--- src/hdl/bde_pkg.sv ---
`timescale 1ns / 1ps

package bde_pkg;

   localparam int VALUE_BITS     = 27;
   localparam int SHIFT_BITS     = 5;
   localparam int COUNT_BITS     = 4;
   localparam int CODE_BITS      = 4;
   localparam int NIBBLE_BITS    = 4;
   localparam int BCD_DIGITS     = 8;
   localparam int WORD_BITS      = BCD_DIGITS * NIBBLE_BITS;
   localparam int TOP_NIBBLE_POS = WORD_BITS - NIBBLE_BITS;

   localparam logic [VALUE_BITS-1:0]  BCD_MAX_VALUE = 27'd99999999;
   localparam logic [CODE_BITS-1:0]   BLANK_CODE    = 4'd10;
   localparam logic [NIBBLE_BITS-1:0] DABBLE_LIMIT  = 4'd5;
   localparam logic [NIBBLE_BITS-1:0] DABBLE_ADJUST = 4'd3;

   typedef struct packed {
      logic [VALUE_BITS-1:0] value;
      logic [SHIFT_BITS-1:0] shift_bits;
      logic [COUNT_BITS-1:0] digit_count;
      logic                  blank_leading;
   } req_type;

   typedef struct packed {
      logic [CODE_BITS-1:0] digit_code;
      logic                 last;
   } rsp_type;

   typedef struct packed {
      logic [WORD_BITS-1:0]  bcd;
      logic [VALUE_BITS-1:0] bin;
      logic [SHIFT_BITS-1:0] shift_bits;
      logic [COUNT_BITS-1:0] digit_count;
      logic                  blank_leading;
   } conv_type;

endpackage

--- src/hdl/bde_dabble_stage.sv ---
`timescale 1ns / 1ps

module bde_dabble_stage
   import bde_pkg::*;
#(
   parameter int STEPS = 7
) (
   input  logic     clock,
   input  logic     reset,
   input  logic     up_valid,
   output logic     up_ready,
   input  conv_type up_data,
   output logic     dn_valid,
   input  logic     dn_ready,
   output conv_type dn_data
);

   logic     valid_ff;
   conv_type stage_ff;
   conv_type stage_in;

   always_comb begin
      logic [WORD_BITS-1:0]  bcd;
      logic [VALUE_BITS-1:0] bin;
      bcd = up_data.bcd;
      bin = up_data.bin;
      for (int s = 0; s < STEPS; s++) begin
         for (int d = 0; d < BCD_DIGITS; d++) begin
            if (bcd[d*NIBBLE_BITS +: NIBBLE_BITS] >= DABBLE_LIMIT) begin
               bcd[d*NIBBLE_BITS +: NIBBLE_BITS] =
                  bcd[d*NIBBLE_BITS +: NIBBLE_BITS] + DABBLE_ADJUST;
            end
         end
         {bcd, bin} = {bcd[WORD_BITS-2:0], bin, 1'b0};
      end
      stage_in     = up_data;
      stage_in.bcd = bcd;
      stage_in.bin = bin;
   end

   assign up_ready = !valid_ff || dn_ready;
   assign dn_valid = valid_ff;
   assign dn_data  = stage_ff;

   always_ff @(posedge clock) begin
      if (reset) begin
         valid_ff <= 1'b0;
      end else if (up_ready) begin
         valid_ff <= up_valid;
      end
   end

   always_ff @(posedge clock) begin
      if (up_ready) begin
         stage_ff <= stage_in;
      end
   end

endmodule

--- src/hdl/bde_serializer.sv ---
`timescale 1ns / 1ps

module bde_serializer
   import bde_pkg::*;
(
   input  logic     clock,
   input  logic     reset,
   input  logic     up_valid,
   output logic     up_ready,
   input  conv_type up_data,
   output logic     rsp_valid,
   input  logic     rsp_ready,
   output rsp_type  rsp_data
);

   logic                   busy_ff;
   logic [WORD_BITS-1:0]   word_ff;
   logic [COUNT_BITS-1:0]  remain_ff;
   logic                   blank_ff;
   logic                   rsp_valid_ff;
   rsp_type                rsp_data_ff;

   logic                   advance;
   logic                   finishing;
   logic                   load;
   logic [NIBBLE_BITS-1:0] nibble;
   logic                   nibble_zero;
   rsp_type                rsp_in;

   assign advance     = busy_ff && (!rsp_valid_ff || rsp_ready);
   assign finishing   = advance && (remain_ff == COUNT_BITS'(1));
   assign up_ready    = !busy_ff || finishing;
   assign load        = up_valid && up_ready;
   assign nibble      = word_ff[TOP_NIBBLE_POS +: NIBBLE_BITS];
   assign nibble_zero = (nibble == '0);

   always_comb begin
      rsp_in.digit_code = (blank_ff && nibble_zero) ? BLANK_CODE : nibble;
      rsp_in.last       = (remain_ff == COUNT_BITS'(1));
   end

   always_ff @(posedge clock) begin
      if (reset) begin
         busy_ff      <= 1'b0;
         rsp_valid_ff <= 1'b0;
      end else begin
         if (advance) begin
            rsp_valid_ff <= 1'b1;
         end else if (rsp_ready) begin
            rsp_valid_ff <= 1'b0;
         end
         if (load) begin
            busy_ff <= (up_data.digit_count != '0);
         end else if (advance) begin
            busy_ff <= !finishing;
         end
      end
   end

   always_ff @(posedge clock) begin
      if (advance) begin
         rsp_data_ff <= rsp_in;
      end
      if (load) begin
         word_ff   <= up_data.bcd << up_data.shift_bits;
         remain_ff <= up_data.digit_count;
         blank_ff  <= up_data.blank_leading;
      end else if (advance) begin
         word_ff   <= {word_ff[WORD_BITS-NIBBLE_BITS-1:0], {NIBBLE_BITS{1'b0}}};
         remain_ff <= remain_ff - COUNT_BITS'(1);
         blank_ff  <= blank_ff && nibble_zero;
      end
   end

   assign rsp_valid = rsp_valid_ff;
   assign rsp_data  = rsp_data_ff;

   a_busy_has_digits : assert property (@(posedge clock) disable iff (reset)
      busy_ff |-> (remain_ff != '0))
      else $error("serializer busy with no digits left");

   a_load_only_at_end : assert property (@(posedge clock) disable iff (reset)
      (up_valid && up_ready && busy_ff) |-> finishing)
      else $error("new item loaded over a running digit run");

   a_last_on_final : assert property (@(posedge clock) disable iff (reset)
      finishing |=> (rsp_valid_ff && rsp_data_ff.last))
      else $error("final digit not flagged last");

   a_not_last_mid_run : assert property (@(posedge clock) disable iff (reset)
      (advance && !finishing) |=> (busy_ff && rsp_valid_ff && !rsp_data_ff.last))
      else $error("digit flagged last before end of run");

endmodule

--- src/hdl/bcd_digit_emitter.sv ---
`timescale 1ns / 1ps
// Channel   Ports                            Payload
// request   req_valid / req_ready / req_data  req_type: value, shift_bits, digit_count, blank
// response  rsp_valid / rsp_ready / rsp_data  rsp_type: digit_code, last
//
// Six register stages: input clamp, four binary-to-BCD stages (7, 7, 7, 6 shift-add
// steps), then the digit serializer, which emits one digit per cycle while rsp_ready
// does not stall it. An item occupies the serializer for digit_count digits (clamped to
// MAX_DIGITS); with digit_count zero it emits none. The next item loads with the final digit.
// Synchronous active-high reset clears all valid and busy flags; no clearing pass.
// A stall on rsp_ready backs up through every stage without loss or repetition.

module bcd_digit_emitter
   import bde_pkg::*;
#(
   parameter int MAX_DIGITS = 8
) (
   input  logic    clock,
   input  logic    reset,
   input  logic    req_valid,
   output logic    req_ready,
   input  req_type req_data,
   output logic    rsp_valid,
   input  logic    rsp_ready,
   output rsp_type rsp_data
);

   localparam int                    COUNT_MAX = (1 << COUNT_BITS) - 1;
   localparam logic [COUNT_BITS-1:0] COUNT_CAP =
      (MAX_DIGITS > COUNT_MAX) ? COUNT_BITS'(COUNT_MAX) : COUNT_BITS'(MAX_DIGITS);
   localparam int                    STAGES    = 4;

   logic     s0_valid_ff;
   conv_type s0_ff;
   conv_type s0_in;

   logic     st_valid [STAGES+1];
   logic     st_ready [STAGES+1];
   conv_type st_data  [STAGES+1];

   always_comb begin
      s0_in.bcd           = '0;
      s0_in.bin           = (req_data.value > BCD_MAX_VALUE) ? BCD_MAX_VALUE
                                                              : req_data.value;
      s0_in.shift_bits    = req_data.shift_bits;
      s0_in.digit_count   = (req_data.digit_count > COUNT_CAP) ? COUNT_CAP
                                                                : req_data.digit_count;
      s0_in.blank_leading = req_data.blank_leading;
   end

   assign req_ready = !s0_valid_ff || st_ready[0];

   always_ff @(posedge clock) begin
      if (reset) begin
         s0_valid_ff <= 1'b0;
      end else if (req_ready) begin
         s0_valid_ff <= req_valid;
      end
   end

   always_ff @(posedge clock) begin
      if (req_ready) begin
         s0_ff <= s0_in;
      end
   end

   assign st_valid[0] = s0_valid_ff;
   assign st_data[0]  = s0_ff;

   for (genvar g = 0; g < STAGES; g++) begin : g_dabble
      bde_dabble_stage #(
         .STEPS ((g == STAGES - 1) ? VALUE_BITS - 3 * 7 : 7)
      ) u_stage (
         .clock    (clock),
         .reset    (reset),
         .up_valid (st_valid[g]),
         .up_ready (st_ready[g]),
         .up_data  (st_data[g]),
         .dn_valid (st_valid[g+1]),
         .dn_ready (st_ready[g+1]),
         .dn_data  (st_data[g+1])
      );
   end

   bde_serializer u_serializer (
      .clock     (clock),
      .reset     (reset),
      .up_valid  (st_valid[STAGES]),
      .up_ready  (st_ready[STAGES]),
      .up_data   (st_data[STAGES]),
      .rsp_valid (rsp_valid),
      .rsp_ready (rsp_ready),
      .rsp_data  (rsp_data)
   );

endmodule

--- config.mk ---
export PLATFORM = sky130hd
export DESIGN_NAME = bcd_digit_emitter
export DESIGN_NICKNAME = d
export VERILOG_FILES = /design/src/hdl/bde_pkg.sv /design/src/hdl/bde_dabble_stage.sv /design/src/hdl/bde_serializer.sv /design/src/hdl/bcd_digit_emitter.sv
export SDC_FILE = /design/constraint.sdc
export NUM_CORES = 1
export LEC_CHECK = 0
export ABC_CLOCK_PERIOD_IN_PS = 8290
export BUFFER_PORTS_ARGS = -buffer_cell sky130_fd_sc_hd__buf_2
export CORE_MARGIN = 2
export CORE_UTILIZATION = 29
export CTS_CLUSTER_SIZE = 20
export DETAILED_ROUTE_END_ITERATION = 10
export SLEW_MARGIN = 20
export SYNTH_ARGS = -nofsm -noshare
export SYNTH_HDL_FRONTEND = slang
export SYNTH_SLANG_ARGS = --single-unit
--- constraint.sdc ---
create_clock -name clock -period 8.29 [get_ports clock]
set_input_delay 1.658 -clock clock [delete_from_list [all_inputs] [get_ports clock]]
set_output_delay 1.658 -clock clock [all_outputs]
set_load 0.02 [all_outputs]
==> impl_metrics.ini <==
[status]
run_status = finished, final reports clean

[synth]
post_synth_main_area_contributors = sky130_fd_sc_hd__edfxtp_1, sky130_fd_sc_hd__ha_1, sky130_fd_sc_hd__mux2i_1
synthCells = 2370
asyncSetResetFlopFracSynth = 0
yosys-mux-area-fraction = 0.117
synthesis.nets = 2565
syn_std_cell_area_um2 = 22100
synth_adder_area_share = 0.0871
synth.yosys.seq_area_share = 0.338
synth_edf_count = 244
yosys.area_share.simple = 0.160
yosys.area_share.xor_xnor = 0.0425
yosys_warnings = 0
synth_top_family_by_area = compound AO/OA/AOI/OAI gates
synth.top_cell.area_share = 0.331
synth_seq_cells = 251
biggest_area_consumer_among_synthesized_cells = sky130_fd_sc_hd__edfxtp_1
post_synth.cell_area_avg_um2 = 9.33
synth_ff_type = sky130_fd_sc_hd__edfxtp_1
netlist-cell-type-count = 109
synth_compound_area_frac = 0.211

[flow_run]
maximum_capacitance_violations = 0

[global_route]
final_global_route_overflow_total = 0
track_usage = 0.100
pin_count_of_the_biggest_net_entering_global_routing = 58
antenna_found_initial = 0
grt_first_pass_wirelength_mm = 69.3
via_count_of_the_first_global_routing_pass = 15100

[cts]
number_of_hold_buffers_added_after_cts = 0
clock_latency_ns = 0.58
clkSlewWorstSetupHoldPaths_ns = 0.07
cts_post_setup_buffers_inserted = 0
cts_tree = done
cts_buffer_depth = 3
cts-root-buf = sky130_fd_sc_hd__clkbuf_16
cts_bufs_inserted = 28
clock_sinks = 251
ctsHtreeMaxLevel = 1
post_cts_resize_count = 0

[timing]
final_worst_path_cycle_share = 0.808
setup_violations = 0
transition_time_at_the_pin_with_the_least_slew_margin_ns = 1.03
min_period_ns = 6.70
worst_clock_skew_ns = 0.0136
timing_hold_violations_final = 0
unrepaired_setup_endpoints_after_global_routing = no
finalSetupTns_ns = 0
max-slew-margin-rel = 0.311
achievable-frequency_ghz = 0.149
slew_violations = 0

[drt]
post_drt_wl_per_cell_um = 12.0
detail_route.vias_per_cell = 4.96
ant_nets = 0
routed_vias = 16800
finalWirelength_mm = 40.5
drcViolationCount = 0
initialDrtViolationCount = 916
drt_first_pass_iters = 5

[hold_path]
tightest_hold_check_type = register to register
holdPathStages = 0
hp-start = s0_ff[25]$_SDFFCE_PN1P_

[worst_setup_path]
critPathMaxFanout = 12
regToRegStartpoint = g_dabble[0].u_stage.dn_data[37]$_DFFE_PP_
cp_data_arrival_time_ns = 7.03
critical_path.endpoint_type = register
critical_path.startpoint = g_dabble[0].u_stage.dn_data[37]$_DFFE_PP_
cp-start-kind = register
register_to_register_path_depth = 27
crit_type = register to register
timing.critical_path.required_ns = 8.62

[cells_and_area]
antenna_cells = 0
layout-area-overhead-vs-synth_pct = 9.96
num-nets-final = 2580
drive_gt1_frac = 0.124

[placement]
routability_congestion_estimate = 0.793
place_hpwl_mm = 30.2
buffer_ports.inserted = 47

[floorplanning]
core-area_um2 = 75700
dieArea_um2 = 78500
die_x_um = 280
io_pins = 48
initial_utilization = 0.292
die_h_um = 280
rows = 101
sequential cells by signal, summed over array words and instances (netlist names):
register and flops:
g_dabble.u_stage.dn_data 165, s0_ff 37, u_serializer.word_ff 32, u_serializer.rsp_data 5, g_dabble.u_stage.dn_valid 4, u_serializer.remain_ff 4
s0_valid_ff 1, u_serializer.blank_ff 1, u_serializer.busy_ff 1, u_serializer.rsp_valid 1
per-layer routing:
metal	track usage	vias up	share of wire
met5	0	-	0
met4	0.0204	0	0.017
met3	0.0128	37	0.029
met2	0.170	184	0.46
met1	0.137	7782	0.49
li1	-	8791	-
cell usage after synthesis (26+ instances only):
cell type                  count
sky130_fd_sc_hd__a211oi_1     40
sky130_fd_sc_hd__a21oi_1     173
sky130_fd_sc_hd__clkbuf_1     58
sky130_fd_sc_hd__edfxtp_1    244
sky130_fd_sc_hd__ha_1        154
sky130_fd_sc_hd__inv_1       174
sky130_fd_sc_hd__mux2_2       59
sky130_fd_sc_hd__mux2i_1     109
sky130_fd_sc_hd__mux4_2       32
sky130_fd_sc_hd__nand2_1     179
sky130_fd_sc_hd__nand2b_1     68
sky130_fd_sc_hd__nand3_1      46
sky130_fd_sc_hd__nor2_1      173
sky130_fd_sc_hd__nor2b_1      61
sky130_fd_sc_hd__nor3_1       35
sky130_fd_sc_hd__o211ai_1     27
sky130_fd_sc_hd__o21a_1       26
sky130_fd_sc_hd__o21ai_0     157
sky130_fd_sc_hd__o21ai_1      27
sky130_fd_sc_hd__o22ai_1      30
sky130_fd_sc_hd__or2_2        31
sky130_fd_sc_hd__xnor2_1      74
cell families after synthesis:
group	after synthesis
DFF	251
muxes	208
AOI/OAI and AO/OA	696
buffers and inverters	254
xor gates and xnor gates	99
and+or+nand+nor	708
adders and majority gates	154
per-stage QoR:
stage          cell area, µm²  setup WS, ns   util  hold slack, ns  cells
3_5_place_dp            23400          1.63  0.309           0.405   3333
2_1_floorplan           22100          1.82      -           0.400   2370
4_1_cts                 24300          1.61  0.321           0.415   3385
6_report                24300          1.59  0.321           0.414   3385
3_3_place_gp            23400          1.74  0.309           0.401   3333
5_1_grt                 24300         0.899  0.321           0.420   3385
area by class of cell:
class | instances | area [µm²]
fillers | 7741 | 51400
multi-input cells | 1865 | 13700
repair buffers | 58 | 318
flip-flops and latches | 251 | 7470
inverters | 181 | 679
clock buffers | 36 | 761
clock inverters | 16 | 176
well taps | 978 | 1220
worst max-delay path, stage by stage, from the launching register on:
cell and delay, ns:
sky130_fd_sc_hd__edfxtp_1 0.57, sky130_fd_sc_hd__inv_2 0.09, sky130_fd_sc_hd__ha_1 0.32, sky130_fd_sc_hd__nor2b_1 0.20
sky130_fd_sc_hd__or3_1 0.36, sky130_fd_sc_hd__o211ai_1 0.20, sky130_fd_sc_hd__nand2b_1 0.18, sky130_fd_sc_hd__xor2_1 0.19
sky130_fd_sc_hd__nor2b_1 0.21, sky130_fd_sc_hd__inv_1 0.07, sky130_fd_sc_hd__ha_1 0.23, sky130_fd_sc_hd__a21oi_1 0.24
sky130_fd_sc_hd__xor3_1 0.37, sky130_fd_sc_hd__ha_1 0.26, sky130_fd_sc_hd__inv_1 0.06, sky130_fd_sc_hd__a21boi_0 0.07
sky130_fd_sc_hd__o211a_1 0.23, sky130_fd_sc_hd__a21oi_1 0.28, sky130_fd_sc_hd__a21oi_1 0.13, sky130_fd_sc_hd__xnor2_1 0.53
sky130_fd_sc_hd__inv_1 0.25, sky130_fd_sc_hd__ha_1 0.26, sky130_fd_sc_hd__inv_1 0.05, sky130_fd_sc_hd__ha_1 0.18
sky130_fd_sc_hd__nor2_1 0.07, sky130_fd_sc_hd__o22ai_1 0.45, sky130_fd_sc_hd__nor2_1 0.11, sky130_fd_sc_hd__a211o_1 0.30
placed cells by master, fill, tap and decap left out, types with 40 or more instances in the layout:
cell and instances:
sky130_fd_sc_hd__nand2b_1 68, sky130_fd_sc_hd__mux2i_1 109, sky130_fd_sc_hd__edfxtp_1 244, sky130_fd_sc_hd__ha_1 154, sky130_fd_sc_hd__nor2_1 173, sky130_fd_sc_hd__nor2b_1 61
sky130_fd_sc_hd__mux2_2 59, sky130_fd_sc_hd__xnor2_1 74, sky130_fd_sc_hd__inv_1 173, sky130_fd_sc_hd__a211oi_1 40, sky130_fd_sc_hd__nand3_1 44, sky130_fd_sc_hd__o21ai_0 157
sky130_fd_sc_hd__nand2_1 178, sky130_fd_sc_hd__buf_2 47, sky130_fd_sc_hd__a21oi_1 172
final timing paths:
kind                                                to  slack (ns)
max          g_dabble[1].u_stage.dn_data[51]$_DFFE_PP_        1.59
max reg2reg  g_dabble[1].u_stage.dn_data[51]$_DFFE_PP_        1.59
min          g_dabble[0].u_stage.dn_data[32]$_DFFE_PP_        0.41
min reg2reg  g_dabble[0].u_stage.dn_data[32]$_DFFE_PP_        0.41
Power is not shown: default switching activity piles up to over one toggle a cycle in this logic, so the estimate is an artifact.
